[src/sv/ctcg_ram.sv]
// ----------------------------------------------------------------------------
// ctcg_ram
// Generic single-write, single-read RAM with registered read data.
// ----------------------------------------------------------------------------
module ctcg_ram #(
  parameter int W = 16,
  parameter int D = 64
) (
  input  logic                 clk,
  input  logic                 we,
  input  logic [$clog2(D)-1:0] waddr,
  input  logic [W-1:0]         wdata,
  input  logic [$clog2(D)-1:0] raddr,
  output logic [W-1:0]         rdata
);

  logic [W-1:0] mem [D];
  logic [W-1:0] rdata_r;

  always_ff @(posedge clk) begin
    if (we) mem[waddr] <= wdata;
    rdata_r <= mem[raddr];
  end

  assign rdata = rdata_r;

endmodule

[config.mk]
export PLATFORM = sky130hd
export DESIGN_NAME = ctcg_ram
export DESIGN_NICKNAME = d
export VERILOG_FILES = /design/src/sv/ctcg_ram.sv
export SDC_FILE = /design/constraint.sdc
export NUM_CORES = 1
export LEC_CHECK = 0
export BUFFER_PORTS_ARGS = -buffer_cell sky130_fd_sc_hd__buf_2
export CORE_MARGIN = 5
export CORE_UTILIZATION = 51
export DETAILED_ROUTE_END_ITERATION = 12
export HOLD_SLACK_MARGIN = 0.12
export PLACE_DENSITY = 0.74
export SKIP_CTS_REPAIR_TIMING = 1
export SLEW_MARGIN = 20
export SYNTH_ARGS = -nofsm -noshare
export SYNTH_HDL_FRONTEND = slang
export SYNTH_SLANG_ARGS = --single-unit
export TNS_END_PERCENT = 100
[constraint.sdc]
create_clock -name clk -period 2.39 [get_ports clk]
set_input_delay 0.3585 -clock clk [delete_from_list [all_inputs] [get_ports clk]]
set_output_delay 0.3585 -clock clk [all_outputs]
set_load 0.05 [all_outputs]
==> metrics.txt, run 1 <==
status=completed; post-route setup slack=0.294 ns; Net Sw Frac=20.7%; Min-Delay Startpoint=wdata[2]; period utilization=87.7%; Worst Path Required=2.87 ns; Wirelength per Cell=29.4 um; Bufs on Longest Clock Path=3; RSZ-0062 raised after global routing=false; YS warnings=0; clk slew on worst S/H paths=0.07 ns; Max Slew Vio Count=0; Cell Area, Placed=0.0433 mm2; Critical Path AT=2.58 ns; Layout Nets=2,149; sw power=7960 uW; Cell Chain, Critical Path=mux4_2 -> mux2i_1 -> a22oi_1 -> buf_4 -> a31oi_1 -> buf_4 -> a311oi_1; clock share of power=41.4%; CP startpoint=mem[23][15]; Pint=30,400 uW; min Tclk post-route=2.10 ns; fraction of layout cells with a size suffix above 1=31.7%; Post-Syn Area per Cell=21.9 um2; Routed WL=95,400 um; CTS tree=built; Crit Path Category=flop to flop; final setup fails=0; complex-gate fraction of the synthesized area=2.41%; pwr/cell area=823 mW/mm2; skew final=0.0239 ns; total CTS buffers=99; Sequential Power Share=52.8%; Fin Hold WS=0.129 ns; largest family of logic cells by synthesized area=multiplexers; area delta synth->final=16.5%; Worst Hold Class=primary input to flop; final instance area=0.0467 mm2; Core Area=0.0777 mm2; post-layout util=60.0%; setup TNS=0 ns; GPL Wtd Cong=0.891; IO buf count=45; mux contribution to synthesized area=15.5%; number of global-route vias before repair=20,500; CTS Root Cell=clkbuf_16; H-Tree Level Count=3; Post-Syn Instances=1,829; fmax=0.477 GHz; max-cap viol count=0; Ports=46; CP max stage delay=0.47 ns; Crit. path cell count=7; grt ovf=0; vias=20,100; fill count=5,203; FF/Latch Area=0.0311 mm2; Final Hold Viols=0; Peak supply drop=521 uV; delay-heaviest family, CP=multiplexers; Die H=290 um; CP max stage cell=mux4_2; gr usage total=22.5%; hold depth=1; DR DRC count=0; Comb pwr share=5.8%; first-pass GRT wire length=141,000 um; Starting Density=51.5%; most used cell along the critical path=buf_4; clock sink total=1,040; area of the multi-input gates=0.00825 mm2; worst slack, placed=-0.215 ns; leak pwr=0.0152 uW; Worst Max-Slew Pin Slew=1.07 ns; Synth Area in XOR/XNOR=0%; FF+latch count, synth=1,040; R2R depth=7; initial antenna violation count=3; sequential area share after synthesis=77.6%; Die ar.=0.0842 mm2; Critical Path Fanout Max=1; Startpoint Class=flop; Critical Path Sink Type=flop; DRT iter0 DRCs=2,752; antenna-violating nets left=0; Net Count, Synth=1,859; vias per cell=6.21; worst reg2reg path startpoint=mem[23][15]; die width=290 um; DR pass1 iterations=6; pin count of the biggest net entering global routing=65; max_slew headroom=28.3%; Yosys cell types=43; HPWL Detailed=60,300 um; WP buf/inv=2; # rows=102; worst skew pair latency=0.65 ns; post-synthesis adder-cell area fraction=0%; simple-gate share of the synthesized area=2.65%; Cell Area, Synth=0.0400 mm2
## routing by layer
layer | track usage [%] | wire length [um] | up-vias
li1 | - | - | 8273
met1 | 31.7 | 36800 | 10500
met2 | 35.9 | 46000 | 1143
met3 | 4.57 | 9150 | 175
met4 | 7.94 | 3360 | 4
met5 | 0 | 23 | -
## power groups by stage
stage | Combinational [uW] | Sequential [uW] | Clock, uW
5_1_grt | 2360 | 20300 | 16900
4_1_cts | 2250 | 20300 | 16100
6_report | 2240 | 20300 | 15900
2_1_floorplan | 1050 | 20700 | 0
3_5_place_dp | 2230 | 20600 | 0
3_3_place_gp | 2180 | 20600 | 0
## kinds of logic after synthesis
family	count (synthesis)
AOI/OAI and AO/OA	129
buffers and inverters	104
DFF	1040
muxes	336
and+or+nand+nor	220
## stage by stage
| stage | instances | power (uW) |
|---|---|---|
| 5_1_grt | 3243 | 39500 |
| 4_1_cts | 3243 | 38600 |
| 2_1_floorplan | 1829 | 21800 |
| 3_3_place_gp | 3058 | 22800 |
| 6_report | 3245 | 38400 |
| 3_5_place_dp | 3058 | 22900 |
## worst register-to-register path, delay by kind of cell, from the launching register on
family	cells	cell delay, ns
buf+inv	2	0.41
compound gates	3	0.46
mux	2	0.72
flops	1	0.37
## cell type report
class | count | area share, %
sequential | 1040 | 66.6
multi-input combinational | 685 | 17.7
timing repair buffer | 293 | 5.79
clock buffer | 117 | 5.63
tap | 1040 | 2.79
clock inverter | 68 | 1.51
antenna | 2 | 0.0107
## registers in the layout, summed over array words and instances, names as in the netlist
register / cells
mem: 1024
rdata: 16
## path summary, 6_finish.rpt
kind	to	slack (ns)
worst max-delay path	rdata[15]	0.29
worst min-delay path	mem[0][2]	0.13
worst max register to register	rdata[15]	0.29
worst min register to register	rdata[5]	0.93
## layout by cell type, fill, tap and decap left out, types with 4 or more instances in the layout
cell / netlist / final
a21oi_1: 17 / 17
a221oi_1: 16 / 16
a31oi_1: 8 / 8
mux2i_1: 85 / 85
edfxtp_1: 1024 / 1024
dfxtp_1: 16 / 16
nand3_1: 24 / 24
mux4_2: 220 / 220
a22o_1: 6 / 6
clkinv_2: 0 / 20
mux2_2: 27 / 27
a211o_1: 8 / 8
clkinvlp_4: 0 / 8
nor2_1: 72 / 72
nor2b_1: 30 / 30
a221o_1: 6 / 6
o21ai_0: 5 / 5
a41oi_1: 5 / 5
nand2_1: 59 / 59
a211oi_1: 8 / 8
buf_4: 13 / 201
clkbuf_16: 0 / 102
a311oi_1: 8 / 8
buf_2: 36 / 42
a22oi_1: 39 / 39
bufinv_16: 0 / 14
clkbuf_1: 24 / 13
and4_1: 5 / 5
clkinv_1: 0 / 23
buf_12: 5 / 47
nand4_1: 12 / 12
mux4_1: 4 / 4
## Yosys cell counts, drive strengths merged
library cell	instances	share of area, %
or3	1	0.016
nor4	3	0.094
a22oi	39	0.73
buf	77	1.6
edfxtp	1024	77
a311oi	8	0.17
o21ai	8	0.10
a221oi	16	0.35
mux2i	85	2.1
nand4	12	0.19
nand2b	3	0.047
a41oi	5	0.11
clkbuf	27	0.27
a211o	8	0.17
mux4	224	13
nand2	60	0.58
nor2	74	0.71
a31oi	8	0.12
nand3b	2	0.037
and4	5	0.11
a21oi	17	0.21
or3b	1	0.022
nor3	2	0.025
nor2b	30	0.47
dfxtp	16	0.80
a211oi	8	0.15
mux2	27	0.76
and2	2	0.031
nand4b	1	0.022
a22o	6	0.13
a221o	6	0.15
nand3	24	0.30
Note: power is estimated with default switching activity, not from simulation.
==> run 2, diff against run 1 <==
--- a/config.mk
+++ b/config.mk
@@ -9,8 +9,10 @@
 export CORE_MARGIN = 5
 export CORE_UTILIZATION = 51
 export DETAILED_ROUTE_END_ITERATION = 12
+export GPL_TIMING_DRIVEN = 0
 export HOLD_SLACK_MARGIN = 0.12
 export PLACE_DENSITY = 0.74
+export REMOVE_ABC_BUFFERS = 1
 export SKIP_CTS_REPAIR_TIMING = 1
 export SLEW_MARGIN = 20
 export SYNTH_ARGS = -nofsm -noshare
==> run 2 against run 1 <==
The run now ends with negative setup slack left. Sequential share of layout area grew 1.1 points. Sequential power is essentially flat. Combinational power shrank 7%. Hold slack gained 0.11 ns. Clock-buffer cell count grew 6. Routed wire length shrank 2.7%.
==> metrics.txt, run 2 (same netlist as run 1, synthesis figures left out) <==
Critical Path Sink Type=flop; clock sink total=1,040 (unchanged); max_slew headroom=37.6% (+9.2 points); DR DRC count=0 (unchanged); Startpoint Class=primary input; DR WL met2=45,600 um (-0.85%); GPL Wtd Cong=0.821 (-7.8%); post-route setup slack=-0.00512 ns (-0.299 ns); vias=19,600 (-2.6%); Worst Path Required=2.89 ns (+0.02 ns); pin count of the biggest net entering global routing=91 (+40%); Routed WL=92,800 um (-2.7%); Most flops, register=mem; Layout Nets=1,989 (-7.4%); DRT iter0 DRCs=2,399 (-13%); r2r endpoint=rdata[3]; die width=290 um (unchanged); total CTS buffers=99 (unchanged); pwr/cell area=829 mW/mm2 (+0.78%); Fin Hold WS=0.242 ns (+0.113 ns); CTS tree=built; # rows=102 (unchanged); Final Hold Viols=0 (unchanged); period utilization=100% (+13 points); grt ovf=0 (unchanged); CTS Root Cell=clkbuf_16; Metal-1 WL=35,200 um (-4.4%); worst slack, placed=-1.86 ns (-1.64 ns); status=finished with violations; number of global-route vias before repair=19,600 (-4.5%); initial antenna violation count=11 (+8); Largest register FFs=1,024 (unchanged); Die ar.=0.0842 mm2 (unchanged); clk slew on worst S/H paths=0.07 ns (about the same); Min-Delay Startpoint=wdata[12]; worst skew pair latency=0.65 ns (about the same); Crit Path Category=primary input to flop; DR pass1 iterations=5 (-1); fmax=0.418 GHz (-12%); most frequent cells in the layout=edfxtp_1 (1,024), mux4_2 (220), clkbuf_16 (110); CP Capture Point=rdata[13]; fill count=5,258 (+1.1%); Bufs on Longest Clock Path=3 (unchanged); Core Area=0.0777 mm2 (unchanged); min Tclk post-route=2.40 ns (+0.299 ns); CP startpoint=raddr[2]; Critical Path AT=2.89 ns (+0.31 ns); setup TNS=-0.00512 ns (-0.00512 ns); skew final=0.0152 ns (-0.00866 ns); HPWL Detailed=53,600 um (-11%); worst reg2reg path startpoint=mem[58][3]; Critical Path Fanout Max=86 (+85); vias per cell=6.36 (+2.5%); Cell Area, Placed=0.0421 mm2 (-2.8%); final setup fails=1 (+1); fraction of layout cells with a size suffix above 1=30.6% (-1.1 points); Worst R2R Setup Slack=0.10 ns (-0.19 ns); most common cell after layout, fill and taps aside=edfxtp_1; IO buf count=45 (unchanged); Peak supply drop=621 uV (+19%); WL met3=8690 um (-5.1%); antenna-violating nets left=0 (unchanged); final instance area=0.0459 mm2 (-1.7%); first-pass GRT wire length=132,000 um (-6.1%); leak pwr=0.0144 uW (-5.0%); Max Slew Vio Count=0 (unchanged); Worst Max-Slew Pin Slew=0.934 ns (-0.137 ns); Wirelength per Cell=30.1 um (+2.4%); R2R depth=4 (-3); Starting Density=51.5% (unchanged); post-layout util=59.0% (-0.99 points); Ports=46 (unchanged); max-cap viol count=0 (unchanged); gr usage total=21.0% (-1.5 points); H-Tree Level Count=3 (unchanged); Worst Hold Class=primary input to flop; area delta synth->final=14.6%; top sig layer=met5; Die H=290 um (unchanged); failing checks=negative setup slack
## run 2: cell types whose count changed in the layout (fill, tap and decap cells not counted), moves of 9 or more
cell	before	now
buf_12	47	2
nor2_2	2	59
buf_2	42	26
buf_8	1	26
nor2_1	72	8
buf_4	201	20
buf_16	0	9
buf_6	1	40
## run 2: through the flow
stage / instances / total power (uW)
4_1_cts: 3063 / 38100
2_1_floorplan: 1725 / 21500
3_5_place_dp: 2882 / 22600
6_report: 3084 / 38000
3_3_place_gp: 2810 / 22700
5_1_grt: 3080 / 39100
## run 2: where the power goes
part	internal [uW]	total, uW	leakage (uW)	switching, uW
combinational	736	2090	0.00347	1360
clock	9200	15700	0.00160	6530
sequential	20200	20200	0.00935	37.7
## run 2: final cells by class
type	count	area, um2	share of cell area (%)
well taps	1040	1300	2.84
multi-input cells	685	8620	18.8
clock inverters	58	614	1.34
diodes	5	12.5	0.0273
flip-flops and latches	1040	31100	67.7
repair buffers	133	1640	3.58
clock buffers	123	2630	5.73
## run 2: layer usage
metal  vias up  GRT usage, %
met1     10300          28.7
met3       203          5.43
met4         8          7.48
met2      1145          33.4
met5         -             0
li1       7960             -
## run 2: worst min-delay path by stage
| stage | to | slack (ns) | cells past startpoint |
|---|---|---|---|
| after CTS | mem[45][12] | 0.22 | 1 |
| after global routing | mem[29][12] | 0.26 | 1 |
| after global placement | rdata[2] | 0.83 | 1 |
| after floorplan | mem[0][0] | 0.46 | 0 |
| after detailed placement | rdata[10] | 0.83 | 1 |
| final | mem[46][12] | 0.24 | 1 |
## run 2: worst max-delay path, stage by stage
cell	delay (ns)
buf_8	0.30
buf_16	0.41
mux4_2	0.34
mux2i_1	0.11
a22oi_1	0.56
a31oi_4	0.21
a311oi_1	0.45
