===== config.mk =====
export PLATFORM = sky130hd
export DESIGN_NAME = ctcg_div
export DESIGN_NICKNAME = d
export VERILOG_FILES = /design/src/sv/ctcg_div.sv
export SDC_FILE = /design/constraint.sdc
export NUM_CORES = 1
export LEC_CHECK = 0
export CORE_MARGIN = 2
export CORE_UTILIZATION = 50
export CTS_CLUSTER_DIAMETER = 80
export DETAILED_ROUTE_END_ITERATION = 8
export DONT_BUFFER_PORTS = 1
export PLACE_DENSITY = 0.66
export SLEW_MARGIN = 10
export SYNTH_ARGS = -nofsm -noshare
export SYNTH_HDL_FRONTEND = slang
export SYNTH_SLANG_ARGS = --single-unit

===== constraint.sdc =====
create_clock -name clk -period 4.31 [get_ports clk]
set_clock_uncertainty 0.1 [all_clocks]
set_input_delay 0.6465 -clock clk [delete_from_list [all_inputs] [get_ports clk]]
set_output_delay 0.6465 -clock clk [all_outputs]
set_load 0.02 [all_outputs]

===== src/sv/ctcg_div.sv =====
// ----------------------------------------------------------------------------
// ctcg_div
// Restoring divider, one quotient bit per cycle.
// ----------------------------------------------------------------------------
module ctcg_div #(
  parameter int DVW = 33,
  parameter int DSW = 23
) (
  input  logic           clk,
  input  logic           rst_n,
  input  logic           start,
  input  logic [DVW-1:0] num,
  input  logic [DSW-1:0] den,
  output logic           done,
  output logic [DVW-1:0] quot
);

  localparam int CNTW = $clog2(DVW + 1);

  logic            busy_r, busy_nxt;
  logic            done_r, done_nxt;
  logic [CNTW-1:0] cnt_r, cnt_nxt;
  logic [DSW-1:0]  rem_r, rem_nxt;
  logic [DVW-1:0]  q_r, q_nxt;
  logic [DSW-1:0]  den_r, den_nxt;
  logic [DSW:0]    sh;
  logic            fit;

  assign sh  = {rem_r, q_r[DVW-1]};
  assign fit = sh >= {1'b0, den_r};

  always_comb begin
    busy_nxt = busy_r;
    done_nxt = 1'b0;
    cnt_nxt  = cnt_r;
    rem_nxt  = rem_r;
    q_nxt    = q_r;
    den_nxt  = den_r;
    if (start) begin
      busy_nxt = 1'b1;
      cnt_nxt  = '0;
      rem_nxt  = '0;
      q_nxt    = num;
      den_nxt  = den;
    end else if (busy_r) begin
      rem_nxt = fit ? DSW'(sh - {1'b0, den_r}) : sh[DSW-1:0];
      q_nxt   = {q_r[DVW-2:0], fit};
      cnt_nxt = cnt_r + 1'b1;
      if (cnt_r == CNTW'(DVW - 1)) begin
        busy_nxt = 1'b0;
        done_nxt = 1'b1;
      end
    end
  end

  always_ff @(posedge clk) begin
    if (!rst_n) begin
      busy_r <= 1'b0;
      done_r <= 1'b0;
    end else begin
      busy_r <= busy_nxt;
      done_r <= done_nxt;
    end
    cnt_r <= cnt_nxt;
    rem_r <= rem_nxt;
    q_r   <= q_nxt;
    den_r <= den_nxt;
  end

  assign done = done_r;
  assign quot = q_r;

endmodule


==> results.md, run 1 <==
| Step | Result | Reported |
| --- | --- | --- |
| setup path | Critical-path top delay cell | edfxtp_1 |
| clocking | Register clock-pin slew on the reported worst setup and hold paths | 0.09 ns |
| synth | Synthesized flop and latch total | 87 |
| synth | Number of enable-type register cells in the synthesized netlist | 56 |
| timing | Post-route setup slack | 1.11 ns |
| finish | Most common library cell in the layout ignoring fill and taps | edfxtp_1 |
| finish | Number of nets in the layout | 519 |
| timing | Fraction of the cycle the final worst path needs | 74.2% |
| detailed routing | WL/cell | 15.9 µm |
| setup path | Cell family contributing the most delay on the critical path | compound AO/OA/AOI/OAI gates |
| detailed routing | Detailed Routing Iterations Pass 1 | 4 |
| pwr | IR drop worst, VDD | 0.241 mV |
| setup path | Nature of the critical path endpoint | flop |
| clocking | H-tree depth reported by CTS | 3 |
| timing | Post-route setup TNS | 0 ns |
| setup path | Slowest stage delay, CP | 0.52 ns |
| timing | Maximum clock rate | 313 MHz |
| timing | Setup repair after global routing missed its margin | false |
| hold path | Hold Crit Class | input port to flop |
| finish | Fraction of final layout cells sized beyond drive strength 1 | 15.3% |
| clocking | Post-CTS Resized | 0 |
| detailed routing | Via/cell ratio | 5.67 |
| setup path | CP max FO | 18 |
| synth | Cell count after synthesis | 440 |
| run status | Result of the run | complete, no violations |
| floorplanning | Die Span X | 101 µm |
| detailed routing | Number of DRC markers in iteration 0 | 165 |
| floorplanning | Core footprint | 9240 µm² |
| clocking | Clock root buffer | clkbuf_8 |
| floorplanning | Area of the die | 10300 µm² |
| floorplanning | Number of standard-cell rows in the floorplan | 35 |
| synth | Fraction of registers with async set or reset after synthesis | 0% |
| floorplanning | Starting Density | 51.4% |
| pwr | Areal power density over the cells | 399 nW/µm² |
| setup path | Critical path start-end classification | flop to flop |
| floorplanning | IO Pins | 93 |
| pwr | Leakage power total | 1.93 nW |
| timing | Final slew viol count | 0 |
| clocking | Post-CTS Repair Setup Buffers | 0 |
| synth | Yosys warns | 0 |
| flow run | Number of max-cap violations | 0 |
| finish | Area growth from synthesis to layout | 6.09% |
| placed design | Post-place setup slack | 1.12 ns |
| synth | Post-synthesis cell type count | 63 |
| detailed routing | Routed via count | 3218 |
| timing | Shortest clock period the worst path allows after layout | 3.20 ns |
| detailed routing | # DRC | 0 |
| placed design | Port bufs | 0 |
| synth | Nets in the synthesized netlist | 525 |
| finish | Count of antenna diodes in the layout | 0 |
| clocking | Clock latency of the later-clocked register in the worst-skew pair | 0.36 ns |
| global route | GRT overflow | 0 |
| timing | Endpoints failing hold | 0 |
| clocking | Clock Sink Count | 87 |
| placed design | Routability cong. | 0.858 |
| global route | Number of global-route vias before repair | 3111 |
| detailed routing | Total wire length | 9030 µm |
| setup path | Worst path buffer plus inverter count | 1 |
| clocking | Clock buffers created by TritonCTS | 9 |
| synth | Post-synthesis instance area | 4750 µm² |
| setup path | Critical Path Start Type | flop |
| synth | Syn_area_per_cell | 10.8 µm² |
| global route | Overall global routing resource usage | 18.2% |
| setup path | Data required, critical path | 4.48 ns |
| setup path | Ordered list of cells on the worst path | inv_1 > ha_1 > fa_1 > nor2b_4 > o31a_4 > o211ai_2 > a211o_1 > and3_1 > nor2_8 > o2111ai_1 > a311oi_1 |
| global route | Largest net degree at the start of global routing | 88 |
| timing | Relative slew margins | 49.7% |
| global route | First-pass GRT wire length | 14700 µm |
| clocking | CTS tree | yes |
| floorplanning | Vert. Die Dim | 101 µm |
| synth | Sequential cell area fraction in the yosys report | 48.5% |
| detailed routing | Post-route antenna net violation count | 0 |
| global route | Number of antenna violations at the first check in global routing | 0 |
| clocking | Number of buffers inserted by hold repair at cts | 0 |
| timing | Endpoints failing setup | 0 |
| setup path | CP Data Arrival Time | 3.37 ns |
| clocking | Number of buffers on the longest clock path | 2 |
| placed design | Dpl hpwl | 6150 µm |
| timing | Transition time of the tightest slew-check pin | 0.754 ns |
| finish | Most used cells in the layout excluding fill and tap cells | edfxtp_1, nand2_1, nor2_1, mux2_2, inv_1 |
| synth | Top FF cell, synth | edfxtp_1 |
## worst reg2reg max path: stages, from the launching register on
cell and delay [ns]:
edfxtp_1 0.52, inv_1 0.08, ha_1 0.23, fa_1 0.44, nor2b_4 0.15, o31a_4 0.15, o211ai_2 0.12, a211o_1 0.30
and3_1 0.25, nor2_8 0.33, o2111ai_1 0.17, a311oi_1 0.28
## per-layer routing
| metal | part of all wire, % | up-vias | global-route usage (%) |
|---|---|---|---|
| met5 | 0 | - | 0 |
| met4 | 1.2 | 0 | 7.48 |
| met3 | 5.0 | 7 | 4.97 |
| met2 | 48 | 85 | 27.8 |
| met1 | 45 | 1517 | 24.6 |
| li1 | - | 1609 | - |
## registers in the layout, summed over array words and instances, names as in the netlist
name    cells
done        1
busy_r      1
rem_r      23
quot       33
den_r      23
cnt_r       6
## synth_stat cells, types with 3 or more instances
master    count  area share (%)
nor2_1       38             3.0
nand3_1      11             1.2
o21a_1        8             1.3
or3_1         3            0.40
clkbuf_1     12            0.95
buf_2         3            0.32
nor2b_1       4            0.53
nor3_1        9            0.95
a211oi_1      6            0.95
a21o_1        8             1.3
ha_1         25             6.6
a41oi_1       3            0.55
nand2_2       3            0.40
edfxtp_1     56              35
o21ai_0      11             1.2
nand4_1       6            0.79
xor2_1        5            0.92
dfxtp_1      31              13
a311oi_1      8             1.5
xnor2_1      12             2.2
nand2_1      39             3.1
mux2_2       33             7.8
a21oi_1      19             2.0
nand2b_1      4            0.53
a311oi_2      6             1.9
inv_1        31             2.5
## path summary, 6_finish.rpt
check / startpoint / endpoint / slack [ns] / cells after the start
worst max register to register: quot[32] / rem_r[19] / 1.11 / 11
worst min register to register: rem_r[1] / rem_r[1] / 0.40 / 2
worst min-delay path: start / rem_r[17] / 0.25 / 1
worst max-delay path: quot[32] / rem_r[19] / 1.11 / 11
## cell families (layout without fill, tap and decap cells)
family | Yosys count | in the layout | share of synthesized area, %
AND/OR/NAND/NOR | 131 | 131 | 13.4
adder cells (fa/ha/maj) | 26 | 26 | 7.01
XOR/XNOR | 17 | 17 | 3.14
AO/OA/AOI/OAI | 95 | 95 | 15.4
flip-flops | 87 | 87 | 48.5
multiplexers | 34 | 34 | 8.04
buffers and inverters | 50 | 49 | 4.43
## layout make-up
type                            instances  area, µm²
Clock buffer                           11        141
Inverter                               31        116
Clock inverter                          5       63.8
Tap cell                              129        161
Multi-Input combinational cell        303       2230
Timing Repair Buffer                    2       15.0
Fill cell                             804       4210
Sequential cell                        87       2300
## per-stage QoR
step | utilization [%] | area [µm²] | hold slack [ns] | std cells | power, mW
global route | 54.5 | 5030 | 0.219 | 568 | 2.12
CTS | 54.5 | 5030 | 0.226 | 568 | 2.03
detailed placement | 52.3 | 4830 | 0.384 | 552 | 1.44
floorplan | - | 4750 | 0.347 | 440 | 1.38
finish | 54.5 | 5030 | 0.251 | 568 | 2.01
global placement | 52.3 | 4830 | 0.366 | 552 | 1.44
## where the power goes
part	switching [mW]	total, mW	internal, mW
Combinational	0.208	0.370	0.162
Sequential	0.0850	1.06	0.971
Clock	0.295	0.584	0.289
Total	0.589	2.01	1.42
(Power assumes the default switching activity.)
==> inputs of run 2 (changes only) <==
clock period = 3.03 ns   (was 4.31 ns; I/O delays follow)
==> run 2 against run 1 <==
  * Combinational power up 48%
  * Cell count rose by 1.8%
  * Sequential share of layout area decreased by 0.71 points
  * Critical path type unchanged
  * Setup slack lost 0.92 ns
  * Cell area up 1.6%
==> results.md, run 2 (synthesis results as in run 1) <==
| Step | Result | Reported |
| --- | --- | --- |
| timing | Endpoints failing hold | 0 |
| clocking | Number of buffers on the longest clock path | 2 |
| placed design | Post-place setup slack | 0.0464 ns |
| global route | Overall global routing resource usage | 18.1% |
| finish | Most used cells in the layout excluding fill and tap cells | edfxtp_1, nand2_1, nor2_1, mux2_2, inv_1 |
| floorplanning | Die Span X | 101 µm |
| finish | Fraction of final layout cells sized beyond drive strength 1 | 17.4% |
| detailed routing | Total met3 wirelength after detailed routing | 306 µm |
| finish | Count of antenna diodes in the layout | 0 |
| finish | Area growth from synthesis to layout | 7.75% |
| setup path | CP Data Arrival Time | 2.99 ns |
| hold path | Hold Crit Class | input port to flop |
| setup path | Critical path start-end classification | flop to flop |
| timing | Post-route setup TNS | 0 ns |
| clocking | H-tree depth reported by CTS | 3 |
| finish | Number of nets in the layout | 529 |
| pwr | IR drop worst, VDD | 0.307 mV |
| setup path | Worst Reg2Reg Path Length in Cells | 12 |
| timing | Post-route setup slack | 0.196 ns |
| finish | Most common library cell in the layout ignoring fill and taps | edfxtp_1 |
| floorplanning | Area of the die | 10300 µm² |
| finish | Post-route non-filler standard cell count | 578 |
| placed design | Dpl hpwl | 6510 µm |
| timing | Transition time of the tightest slew-check pin | 0.783 ns |
| detailed routing | Via/cell ratio | 5.53 |
| pwr | Leakage power total | 1.98 nW |
| detailed routing | Detailed-route wire length on metal 1 | 4310 µm |
| global route | Number of antenna violations at the first check in global routing | 0 |
| placed design | Dpl cells | 557 |
| placed design | Port bufs | 0 |
| setup path | Critical Path Start Type | flop |
| clocking | Clock root buffer | clkbuf_8 |
| detailed routing | WL/cell | 16.0 µm |
| setup path | CP max FO | 10 |
| flow run | Number of max-cap violations | 0 |
| timing | Fraction of the cycle the final worst path needs | 93.5% |
| placed design | Total placed instance area | 4870 µm² |
| setup path | Nature of the critical path endpoint | flop |
| clocking | Clock latency of the later-clocked register in the worst-skew pair | 0.35 ns |
| detailed routing | Routed via count | 3195 |
| clocking | Register clock-pin slew on the reported worst setup and hold paths | 0.09 ns |
| global route | Number of global-route vias before repair | 3079 |
| setup path | Worst R2R Setup Slack | 0.20 ns |
| global route | GRT overflow | 0 |
| pwr | Areal power density over the cells | 556 nW/µm² |
| detailed routing | Highest routed metal layer | met4 |
| detailed routing | Number of DRC markers in iteration 0 | 116 |
| detailed routing | Routed wire length on met2 | 4560 µm |
| timing | Maximum clock rate | 353 MHz |
| detailed routing | # DRC | 0 |
| timing | Relative slew margins | 47.8% |
| detailed routing | Post-route antenna net violation count | 0 |
| global route | First-pass GRT wire length | 14500 µm |
| clocking | Clock buffers created by TritonCTS | 9 |
| global route | Largest net degree at the start of global routing | 88 |
| floorplanning | IO Pins | 93 |
| timing | Final slew viol count | 0 |
| floorplanning | Core footprint | 9240 µm² |
| timing | Setup repair after global routing missed its margin | false |
| clocking | Clock Sink Count | 87 |
| floorplanning | Number of standard-cell rows in the floorplan | 35 |
| finish | Final std cell area, no fill | 5110 µm² |
| floorplanning | Vert. Die Dim | 101 µm |
| timing | Shortest clock period the worst path allows after layout | 2.83 ns |
| timing | Endpoints failing setup | 0 |
| clocking | CTS tree | yes |
| detailed routing | Total wire length | 9250 µm |
| floorplanning | Starting Density | 51.4% |
| pwr | PnR Total Power | 2.84 mW |
| detailed routing | Detailed Routing Iterations Pass 1 | 5 |
| setup path | Data required, critical path | 3.19 ns |
| finish | Max FFs per register | 33 |
| run status | Result of the run | complete, no violations |
| hold path | WHS Path Cells | 1 |
| clocking | Number of buffers inserted by hold repair at cts | 0 |
| placed design | Routability cong. | 0.858 |
run 2: area by class of cell:
class | instances | area, µm²
well taps | 129 | 161
multi-input cells | 303 | 2240
inverters | 31 | 116
flip-flops and latches | 87 | 2300
clock buffers | 10 | 128
clock inverters | 6 | 61.3
fillers | 796 | 4130
repair buffers | 12 | 103
run 2: path summary, 6_finish.rpt:
| path | startpoint | endpoint |
|---|---|---|
| min reg2reg | cnt_r[5] | cnt_r[5] |
| max | quot[32] | rem_r[16] |
| min | start | rem_r[8] |
| max reg2reg | quot[32] | rem_r[16] |
run 2: what timing repair did:
action / 4_1_cts / 5_1_grt
setup buffers: 0 / 5
resized for setup: 0 / 2
setup endpoints to repair: 0 / 17
run 2: through the flow:
step | hold slack (ns) | util, %
2_1_floorplan | 0.347 | -
3_3_place_gp | 0.369 | 52.7
3_5_place_dp | 0.382 | 52.7
4_1_cts | 0.0470 | 54.7
5_1_grt | 0.0356 | 55.3
6_report | 0.0630 | 55.3
run 2: metal layers:
layer,up-vias,global-route usage (%)
met2,62,28.9
met5,-,0
met3,6,4.62
met4,0,5.51
met1,1510,24.3
li1,1617,-
run 2: where the power goes:
group / internal [mW] / total, mW / switching (mW) / leakage, nW
logic: 0.249 / 0.548 / 0.299 / 1.07
registers: 1.38 / 1.51 / 0.125 / 0.812
clock network: 0.379 / 0.787 / 0.408 / 0.0976
run 2: critical path, cell delays in order (launching register included):
cell and delay, ns:
edfxtp_1 0.35, inv_1 0.05, ha_1 0.21, fa_2 0.38, nor2b_4 0.13, o31a_4 0.15
o211ai_2 0.12, a211o_1 0.29, and3_1 0.25, nor2_8 0.21, buf_4 0.18, nand2_2 0.06
a311oi_2 0.25
==> inputs of run 3 (changes only) <==
MAX_ROUTING_LAYER = met4   (was not set)
==> run 3 against run 2 <==
  * Setup slack improved by 0.0033 ns
  * Cell count unchanged
  * Maximum frequency increased by 0.11%
  * Sequential power about the same
  * Largest cell class unchanged
  * Highest routed layer unchanged
==> results.md, run 3 (synthesis results as in run 1) <==
| Step | Result | Reported |
| --- | --- | --- |
| clocking | Clock root buffer | clkbuf_8 |
| floorplanning | Core footprint | 9240 µm² |
| timing | Worst slack on hold paths | 0.0635 ns |
| clocking | H-tree depth reported by CTS | 3 |
| clocking | Clock latency of the later-clocked register in the worst-skew pair | 0.35 ns |
| setup path | Source of the worst register-to-register timing path | quot[32] |
| clocking | Number of buffers on the longest clock path | 2 |
| clocking | Register clock-pin slew on the reported worst setup and hold paths | 0.09 ns |
| detailed routing | Total wire length | 9260 µm |
| pwr | Areal power density over the cells | 556 nW/µm² |
| global route | Number of global-route vias before repair | 3082 |
| hold path | Hold Crit Class | input port to flop |
| run status | Result of the run | complete, no violations |
| setup path | Worst R2R Setup Slack | 0.20 ns |
| detailed routing | WL/cell | 16.0 µm |
| hold path | WHS Path Cells | 1 |
| pwr | IR drop worst, VDD | 0.307 mV |
| detailed routing | Highest routed metal layer | met4 |
| placed design | Post-place setup slack | 0.0464 ns |
| timing | Endpoints failing hold | 0 |
| setup path | CP max FO | 10 |
| setup path | Worst Reg2Reg Path Length in Cells | 12 |
| finish | Area growth from synthesis to layout | 7.75% |
| setup path | End of the worst register-to-register path | rem_r[16] |
| global route | Largest net degree at the start of global routing | 88 |
| placed design | Dpl hpwl | 6510 µm |
| timing | Endpoints failing setup | 0 |
| timing | Shortest clock period the worst path allows after layout | 2.83 ns |
| hold path | End point of the most critical hold path | rem_r[8] |
| global route | First-pass GRT wire length | 14500 µm |
| pwr | PnR Total Power | 2.84 mW |
| setup path | Data required, critical path | 3.19 ns |
| setup path | CP Data Arrival Time | 2.99 ns |
| floorplanning | IO Pins | 93 |
| global route | Overall global routing resource usage | 18.7% |
| floorplanning | Die Span X | 101 µm |
| floorplanning | Vert. Die Dim | 101 µm |
| placed design | Total placed instance area | 4870 µm² |
| hold path | Hold path start | start |
| setup path | Critical path start-end classification | flop to flop |
| clocking | Number of buffers inserted by hold repair at cts | 0 |
| setup path | Critical Path Start Type | flop |
| setup path | Nature of the critical path endpoint | flop |
| timing | Fraction of the cycle the final worst path needs | 93.4% |
| clocking | Clock buffers created by TritonCTS | 9 |
| detailed routing | Detailed-route wire length on metal 1 | 4330 µm |
| detailed routing | Detailed Routing Iterations Pass 1 | 4 |
| timing | Maximum clock rate | 353 MHz |
| finish | Final std cell area, no fill | 5110 µm² |
| floorplanning | Area of the die | 10300 µm² |
| detailed routing | Routed wire length on met2 | 4500 µm |
| pwr | Leakage power total | 1.98 nW |
| timing | Transition time of the tightest slew-check pin | 0.787 ns |
| clocking | CTS tree | yes |
| detailed routing | Routed via count | 3205 |
| floorplanning | Number of standard-cell rows in the floorplan | 35 |
| finish | Number of nets in the layout | 529 |
| timing | Final slew viol count | 0 |
| timing | Setup repair after global routing missed its margin | false |
| placed design | Port bufs | 0 |
| detailed routing | Number of DRC markers in iteration 0 | 129 |
| placed design | Routability cong. | 0.872 |
| timing | Relative slew margins | 47.5% |
| timing | Post-route setup TNS | 0 ns |
| global route | Number of antenna violations at the first check in global routing | 0 |
| finish | Fraction of final layout cells sized beyond drive strength 1 | 17.4% |
| finish | Most common library cell in the layout ignoring fill and taps | edfxtp_1 |
| floorplanning | Starting Density | 51.4% |
| clocking | Clock Sink Count | 87 |
| detailed routing | Via/cell ratio | 5.54 |
| detailed routing | # DRC | 0 |
| detailed routing | Post-route antenna net violation count | 0 |
| finish | Number of fill cells in the layout | 796 |
| finish | Count of antenna diodes in the layout | 0 |
| timing | Post-route setup slack | 0.199 ns |
| flow run | Number of max-cap violations | 0 |
| global route | GRT overflow | 0 |
| finish | Max FFs per register | 33 |
| finish | Most used cells in the layout excluding fill and tap cells | edfxtp_1, nand2_1, nor2_1, mux2_2, inv_1 |
| detailed routing | Total met3 wirelength after detailed routing | 329 µm |
run 3: cell counts in the layout (fill, tap and decap cells not counted):
Identical to the previous run, type by type.
run 3: worst max-delay path by stage:
stage | from | endpoint | slack (ns)
CTS | quot[32] | rem_r[20] | 0.02
floorplan | quot[32] | rem_r[16] | 0.20
finish | quot[32] | rem_r[16] | 0.20
detailed placement | quot[32] | rem_r[20] | 0.05
global placement | quot[32] | rem_r[19] | 0.16
global route | quot[32] | rem_r[16] | 0.03
run 3: worst max-delay path, stage by stage, from the launching register on:
cell and delay, ns:
edfxtp_1 0.35, inv_1 0.05, ha_1 0.21, fa_2 0.38, nor2b_4 0.13, o31a_4 0.15, o211ai_2 0.13, a211o_1 0.30
and3_1 0.25, nor2_8 0.21, buf_4 0.18, nand2_2 0.06, a311oi_2 0.25
run 3: layout make-up:
class / instances / area (µm²) / area share [%]
Timing Repair Buffer: 12 / 103 / 2.01
Tap cell: 129 / 161 / 3.16
Clock inverter: 6 / 61.3 / 1.20
Multi-Input combinational cell: 303 / 2240 / 43.8
Sequential cell: 87 / 2300 / 45.0
Inverter: 31 / 116 / 2.28
Clock buffer: 10 / 128 / 2.50
run 3: metrics by stage:
step | instances | utilization, %
4_1_cts | 573 | 54.7
3_3_place_gp | 557 | 52.7
2_1_floorplan | 440 | -
3_5_place_dp | 557 | 52.7
6_report | 578 | 55.3
5_1_grt | 578 | 55.3
run 3: report_power, final:
group          internal [mW]  leakage, nW  switching, mW
sequential              1.38        0.812          0.125
combinational          0.249         1.07          0.299
clock                  0.379       0.0976          0.408
run 3: timing repair:
action,4_1_cts,5_1_grt
gates resized for setup,0,2
endpoints found under the setup margin,0,17
buffers inserted,0,5
run 3: per-layer routing:
layer / global-route usage (%) / up-vias
met3: 4.42 / 6
li1: - / 1621
met5: - / -
met4: 5.51 / 0
met2: 28.9 / 68
met1: 24.5 / 1510
